--- src/otsu_threshold_trimmed_top_assert.svh ---
// Assertion macros used by the top RTL file of the trimmed Otsu threshold block.
`ifndef OTSU_THRESHOLD_TRIMMED_TOP_ASSERT_SVH
`define OTSU_THRESHOLD_TRIMMED_TOP_ASSERT_SVH

// Same-cycle implication, disabled during reset.
`define OTT_ASSERT_NOW(label, clk, rst, ante, cons) \
  label: assert property (@(posedge clk) disable iff (rst) (ante) |-> (cons)) \
    else $error("assertion failed");

// Next-cycle implication, disabled during reset.
`define OTT_ASSERT_NEXT(label, clk, rst, ante, cons) \
  label: assert property (@(posedge clk) disable iff (rst) (ante) |=> (cons)) \
    else $error("assertion failed");

`endif

--- src/otsu_trim_pkg.sv ---
`default_nettype none
package otsu_trim_pkg;

  // Kind of threshold decision carried in the result tuser.
  typedef enum logic [1:0] {
    LC_OTSU   = 2'd0,
    LC_SINGLE = 2'd1,
    LC_PAIR   = 2'd2
  } level_case_t;

  // Configuration register indexes.
  localparam logic [7:0] CFG_LOW_TRIM  = 8'd0;
  localparam logic [7:0] CFG_HIGH_TRIM = 8'd1;

  // Register reset values.
  localparam logic [15:0] LOW_TRIM_RESET  = 16'd5;
  localparam logic [15:0] HIGH_TRIM_RESET = 16'd15;

  // Frame sequencer states.
  typedef enum logic [4:0] {
    S_ACCEPT,
    S_DRAIN,
    S_LO_RD,
    S_LO_CHK,
    S_HI_RD,
    S_HI_CHK,
    S_DECIDE,
    S_TOT_RD,
    S_TOT_ACC,
    S_SRCH_RD,
    S_SRCH_ACC,
    S_MUL_X,
    S_MUL_Y,
    S_MUL_P,
    S_MUL_SQ,
    S_MUL_L,
    S_MUL_R,
    S_CMP,
    S_OUT,
    S_CLEAR
  } seq_state_t;

  // Control of the histogram memory from the sequencer.
  typedef struct packed {
    logic pix_valid;
    logic rd_en;
    logic clr_en;
  } hist_ctrl_t;

  // Status of the shift-add multiplier.
  typedef struct packed {
    logic busy;
    logic done;
  } mul_stat_t;

endpackage
`default_nettype wire

--- src/otsu_trim_mul.sv ---
`default_nettype none
module otsu_trim_mul
  import otsu_trim_pkg::*;
#(
  parameter int AW = 32,
  parameter int BW = 32
) (
  input  wire logic             clk,
  input  wire logic             rst,
  input  wire logic             start,
  input  wire logic [AW-1:0]    a,
  input  wire logic [BW-1:0]    b,
  output mul_stat_t             stat,
  output logic      [AW+BW-1:0] prod
);

  logic [AW+BW-1:0] a_sh;
  logic [BW-1:0]    b_sh;
  logic             busy;
  logic             done;

  assign stat.busy = busy;
  assign stat.done = done;

  // Control: run until no multiplier bits remain, then pulse done.
  always_ff @(posedge clk) begin
    if (rst) begin
      busy <= 1'b0;
      done <= 1'b0;
    end else begin
      done <= 1'b0;
      if (start && !busy) begin
        busy <= 1'b1;
      end else if (busy && b_sh == '0) begin
        busy <= 1'b0;
        done <= 1'b1;
      end
    end
  end

  // Shift-add datapath, one multiplier bit per cycle.
  always_ff @(posedge clk) begin
    if (start && !busy) begin
      a_sh <= {{BW{1'b0}}, a};
      b_sh <= b;
      prod <= '0;
    end else if (busy && b_sh != '0) begin
      if (b_sh[0]) begin
        prod <= prod + a_sh;
      end
      a_sh <= a_sh << 1;
      b_sh <= b_sh >> 1;
    end
  end

endmodule
`default_nettype wire

--- config.mk ---
export PLATFORM = sky130hd
export DESIGN_NAME = otsu_trim_mul
export DESIGN_NICKNAME = d
export VERILOG_FILES = /design/src/otsu_threshold_trimmed_top_assert.svh /design/src/otsu_trim_pkg.sv /design/src/otsu_trim_mul.sv
export SDC_FILE = /design/constraint.sdc
export NUM_CORES = 1
export LEC_CHECK = 0
export BUFFER_PORTS_ARGS = -buffer_cell sky130_fd_sc_hd__buf_2
export CAP_MARGIN = 0
export CORE_ASPECT_RATIO = 0.75
export CORE_MARGIN = 2
export CORE_UTILIZATION = 40
export CTS_BUF_LIST = sky130_fd_sc_hd__clkbuf_8
export DETAILED_ROUTE_END_ITERATION = 10
export GPL_TIMING_DRIVEN = 0
export PLACE_DENSITY = 0.71
export SLEW_MARGIN = 20
export SYNTH_ARGS = -nofsm -noshare
export SYNTH_HDL_FRONTEND = slang
export SYNTH_SLANG_ARGS = --single-unit
--- constraint.sdc ---
create_clock -name clk -period 3.25 [get_ports clk]
set_input_delay 0.4875 -clock clk [delete_from_list [all_inputs] [get_ports clk]]
set_output_delay 0.4875 -clock clk [all_outputs]
set_load 0.1 [all_outputs]
## After elaboration in Yosys (flattened, before gate mapping)

Cells that the tools add are included.

- Register bits after elaboration: 162
- Input bits: 67
- Output and inout bits: 66
- Word-level logic and storage cells: 24

- $add $sub $neg: 1
- Multiplexer cells: 7
- Reductions and logical operators: 10

Operator list:

| cell | count |
|---|---|
| two-way mux 32 bit | 4 |
| adder 64 bit | 1 |
| zero test 32 bit | 1 |
| nonzero test 32 bit | 1 |
| nonzero test 2 bit | 2 |
| logical AND 1 bit | 3 |
| two-way mux 1 bit | 3 |
| AND reduction 2 bit | 1 |
| OR reduction 2 bit | 1 |
| zero test 1 bit | 1 |

## Logic depth before layout (Yosys ltp)

- Word-level depth: 4
- Gate-level depth with buffers: 12
- Depth with buffers taken out: 11

## Worst setup path after synthesis

No wires, ideal clock.

- Path kind: flip-flop to flip-flop
- Start point: register prod[23]
- End point: register prod[42]
- Setup time: 123 ps
- Arrival: 3398 ps
- Data required time: 3127 ps
- Path slack: -272 ps
- Cell stages (with the launch flop): 11
- Buffers on the path: 0
- Clock period less this slack: 3522 ps
- Cells stage by stage: dfxtp_1 ha_1 nand4_2 or3_4 or3_1 or3_1 a211o_1 and3_4 o31ai_4 xnor2_1 o21ai_1

- Longest elaborated chain between the ends: 1

Ends and longest elaborated chain:

| element | line | text |
|---|---|---|
| start: declaration | otsu_trim_mul.sv:14 | `output logic [AW+BW-1:0] prod` |
| start signal: assignment | otsu_trim_mul.sv:49 | `prod <= prod + a_sh;` |
| adder 64 bit | otsu_trim_mul.sv:49 |  |

Every way passes these cells.
A chain may end at the register's enable or synchronous reset.

## Worst setup path in the final report

- Start point: register a_sh[24]
- End point: register prod[62]

- Longest elaborated chain between the ends: 1

Ends and longest elaborated chain:

| element | line | text |
|---|---|---|
| start: declaration | otsu_trim_mul.sv:17 | `logic [AW+BW-1:0] a_sh;` |
| start signal: assignment | otsu_trim_mul.sv:44 | `a_sh <= {{BW{1'b0}}, a};` |
| start signal: assignment | otsu_trim_mul.sv:51 | `a_sh <= a_sh << 1;` |
| adder 64 bit | otsu_trim_mul.sv:49 |  |

Every way passes these cells.

==> impl_metrics.py <==
metrics = {
    "synthesis": {
        "synth_top_flop_cell": "sky130_fd_sc_hd__dfxtp_1",
        "yosysWarningCount": 0,
        "synth_edf_count": 64,
        "post-synth-top-count-cell": "sky130_fd_sc_hd__nand2_1",
        "synth_fp_nets": 1376,
        "netlist.top_cell.by_area": "sky130_fd_sc_hd__dfxtp_1",
        "async_reset_ff_frac": 0,
        "netlist_instances": 1245,
        "synthesis.area_per_instance_um2": 8.03,
        "yosys_register_bits": 162,
        "synth.lib_cells_used.distinct": 75,
        "yosysSeqAreaShare": 0.389,
        "synth_common_cells": "sky130_fd_sc_hd__nand2_1, sky130_fd_sc_hd__a21oi_1, sky130_fd_sc_hd__dfxtp_1",
        "synth_top_area_share": 0.196,
        "synthesis.area_um2": 10000,
        "synthTopCellsByArea": "sky130_fd_sc_hd__dfxtp_1, sky130_fd_sc_hd__edfxtp_1, sky130_fd_sc_hd__nand2_1",
    },
    "routing": {
        "routed-via-count": 9702,
        "final_antenna_net_count": 0,
        "drc": 0,
        "detail_route.iter0.violations": 999,
        "avgRoutedWirePerCell_um": 17.0,
        "via_per_inst": 5.53,
        "drtPass1Iterations": 5,
        "wirelength_um": 29800,
    },
    "worst_setup_path": {
        "crit_path_top_delay_cell": "sky130_fd_sc_hd__edfxtp_1",
        "reg2reg_from": "a_sh[24]$_DFFE_PP_",
        "worst_r2r_endpoint": "prod[62]$_SDFFE_PP0P_",
        "worst_ep_required_time_ps": 3630,
        "worst_path_most_repeated_cell": "sky130_fd_sc_hd__or3_4",
        "r2r_setup_slack_ps": 30,
        "worst-setup-path-type": "reg -> reg",
        "cell_chain_of_the_critical_path": "ha_4, nand2_4, or3_4, or3_1, or3_4, a211o_1, nand4_1, a21oi_2, o21ai_2, mux2i_1, nand3_1",
        "cpPeakStageDelay_ps": 470,
        "r2r_cells": 11,
        "worst-path-max-fanout": 5,
        "worstSetupEndpointType": "register",
        "cp.arrival_ps": 3600,
        "start_kind": "register",
    },
    "cts": {
        "clk_pin_slew_worst_paths_ps": 110,
        "cts_buffer_depth": 2,
        "insertion_delay_ps": 500,
        "cts_tree": "done",
        "h_tree_lvls": 4,
        "numCtsBuffers": 17,
        "cts-root-buf": "sky130_fd_sc_hd__clkbuf_8",
        "cts_sinks": 162,
    },
    "worst_hold_path": {
        "endpoint_of_the_worst_hold_timing_path": "done$_SDFF_PP0_",
        "min-delay-start": "rst",
        "hold_path_depth": 2,
        "worstHoldPathType": "in -> reg",
    },
    "placed_design": {
        "gp_congestion": 0.936,
        "place_hpwl_um": 22400,
        "io_buffers": 132,
        "place_worst_setup_slack_ps": -567,
        "placed_cells_incl_taps": 1716,
    },
    "grt": {
        "number_of_global_route_vias_before_repair": 8824,
        "grt_overflow": 0,
        "gr-usage-all-layers": 0.223,
        "initial_antenna_violation_count": 0,
        "grt_first_pass_wirelength_um": 47000,
        "grt_max_degree": 52,
    },
    "cells_and_area": {
        "multiInputGateArea_um2": 6050,
        "stdcell_count": 1754,
        "number_of_filler_cells_placed_in_the_layout": 2472,
        "nets": 1534,
        "area.sequential_um2": 3920,
        "layout-drive-gt1-share": 0.202,
        "insertedDiodeCount": 0,
        "flow.area_growth_from_synthesis_pct": 20.1,
    },
    "floorplanning": {
        "initial_core_util": 0.403,
        "design.core.area_um2": 24800,
        "io_pins": 133,
        "design.die.area_um2": 26300,
        "floorplan.die.width_um": 187,
        "die-height_um": 141,
        "row_count": 50,
    },
    "run": {
        "count_of_maximum_capacitance_violations": 0,
    },
    "sta": {
        "post-route-period-util": 0.990,
        "post_route_setup_tns_ps": 0,
        "clock_skew_ps": 13.9,
        "fin_hold_ws_ps": 168,
        "worst_slew_margin_relative_to_its_limit": 0.504,
        "max_clock_freq_mhz": 311,
        "rsz0062_at_grt": "yes",
        "setup_slack_ps": 33.8,
        "slew_viol_final": 0,
        "worstMarginPinSlew_ps": 744,
        "final_period_minus_worst_setup_slack_ps": 3220,
        "finalSetupViolations": 0,
        "finalHoldViolCount": 0,
    },
    "power": {
        "pwr_cell_area_nw_per_um2": 512,
        "leak_pwr_nw": 5.44,
        "ir_drop_v": 0.000508,
        "power.total_mw": 6.14,
    },
    "status": {
        "status": "complete, no violations",
    },
}
[final cells by class]
cell class / instances / area share
buffer: 72 / 0.0314
clock buffer: 17 / 0.0195
clock inverter: 15 / 0.0154
inverter: 15 / 0.00469
multi-input combinational: 992 / 0.504
sequential: 162 / 0.326
tap: 338 / 0.0352
timing repair buffer: 143 / 0.0636
[worst max-delay path, delay by kind of cell (launching register included)]
family,cells,cell delay (ps)
fa+ha+maj,1,340
mux,1,220
flops,1,470
simple gates,6,1440
compound gates,3,640
[cell families after synthesis]
family                   after synthesis  share of synthesized area
AND/OR/NAND/NOR                      593                      0.264
adder cells (fa/ha/maj)               64                     0.0809
AO/OA/AOI/OAI                        287                      0.180
buffers and inverters                 91                     0.0443
multiplexers                           5                    0.00513
XOR/XNOR                              43                     0.0377
flip-flops                           162                      0.389
[placed cells by master, fill, tap and decap left out, types with 6 or more instances in the layout]
cell                       Yosys  final
sky130_fd_sc_hd__a211oi_1      6      6
sky130_fd_sc_hd__a21o_1       37     37
sky130_fd_sc_hd__a21oi_1     112    107
sky130_fd_sc_hd__a31oi_1      11      9
sky130_fd_sc_hd__and3_1       10     10
sky130_fd_sc_hd__buf_1         9      7
sky130_fd_sc_hd__buf_2         3    136
sky130_fd_sc_hd__buf_4         4     14
sky130_fd_sc_hd__clkbuf_1     50     41
sky130_fd_sc_hd__clkbuf_2      0      6
sky130_fd_sc_hd__clkbuf_8      4     21
sky130_fd_sc_hd__dfxtp_1      98     70
sky130_fd_sc_hd__dfxtp_2       0     28
sky130_fd_sc_hd__edfxtp_1     64     64
sky130_fd_sc_hd__ha_1         63     48
sky130_fd_sc_hd__ha_4          0     14
sky130_fd_sc_hd__inv_1        15     15
sky130_fd_sc_hd__nand2_1     370    367
sky130_fd_sc_hd__nand3_1      66     63
sky130_fd_sc_hd__nand4_1      22     22
sky130_fd_sc_hd__nor2_1       47     47
sky130_fd_sc_hd__nor3_1       16     15
sky130_fd_sc_hd__nor3b_1       7      7
sky130_fd_sc_hd__nor4_1       14     12
sky130_fd_sc_hd__o21a_1       10     10
sky130_fd_sc_hd__o21ai_0      45     41
sky130_fd_sc_hd__o21ai_1       8      7
sky130_fd_sc_hd__o21bai_1     14     14
sky130_fd_sc_hd__or3_1         7      6
sky130_fd_sc_hd__xnor2_1      30     30
sky130_fd_sc_hd__xor2_1       13     13
[routing by layer]
layer | up-vias | wire length (um) | share of wire | global-route usage
met5 | - | 0 | 0 | 0
met4 | 0 | 529 | 0.018 | 0.0602
li1 | 4717 | - | - | -
met3 | 37 | 2340 | 0.079 | 0.0466
met2 | 423 | 12400 | 0.42 | 0.324
met1 | 4525 | 14500 | 0.49 | 0.334
[worst max-delay path by stage]
stage | from | end
2_1_floorplan | b_sh[14]$_DFFE_PP_ | a_sh[0]$_SDFFCE_PN0P_
3_3_place_gp | b_sh[31]$_SDFFCE_PN0P_ | a_sh[30]$_DFFE_PP_
3_5_place_dp | a_sh[7]$_DFFE_PP_ | prod[63]$_SDFFE_PP0P_
4_1_cts | a_sh[20]$_DFFE_PP_ | prod[62]$_SDFFE_PP0P_
5_1_grt | a_sh[24]$_DFFE_PP_ | prod[62]$_SDFFE_PP0P_
6_report | a_sh[24]$_DFFE_PP_ | prod[62]$_SDFFE_PP0P_
[report_power, final]
part	switching, mW	internal (mW)	total, mW	leakage [nW]
logic	1.41	0.632	2.04	3.78
clock network	0.922	0.656	1.58	0.212
registers	0.173	2.35	2.52	1.45
total	2.50	3.64	6.14	5.44
[state kept, by name (all words and copies together) (netlist names)]
name and flops:
prod 64, busy 1, b_sh 32, a_sh 64, done 1
[what timing repair did]
item                                    4_1_cts  5_1_grt
hold buffers                                  0        0
resized for setup                            43       29
endpoints found under the setup margin      103       34
setup buffers                                 2        8
pin swaps                                     5       10
[per-stage QoR]
step | util | area [um2]
2_1_floorplan | - | 10000
3_3_place_gp | 0.449 | 11100
3_5_place_dp | 0.450 | 11100
4_1_cts | 0.477 | 11800
5_1_grt | 0.485 | 12000
6_report | 0.485 | 12000
No activity file was read; power rests on OpenSTA's default activity.
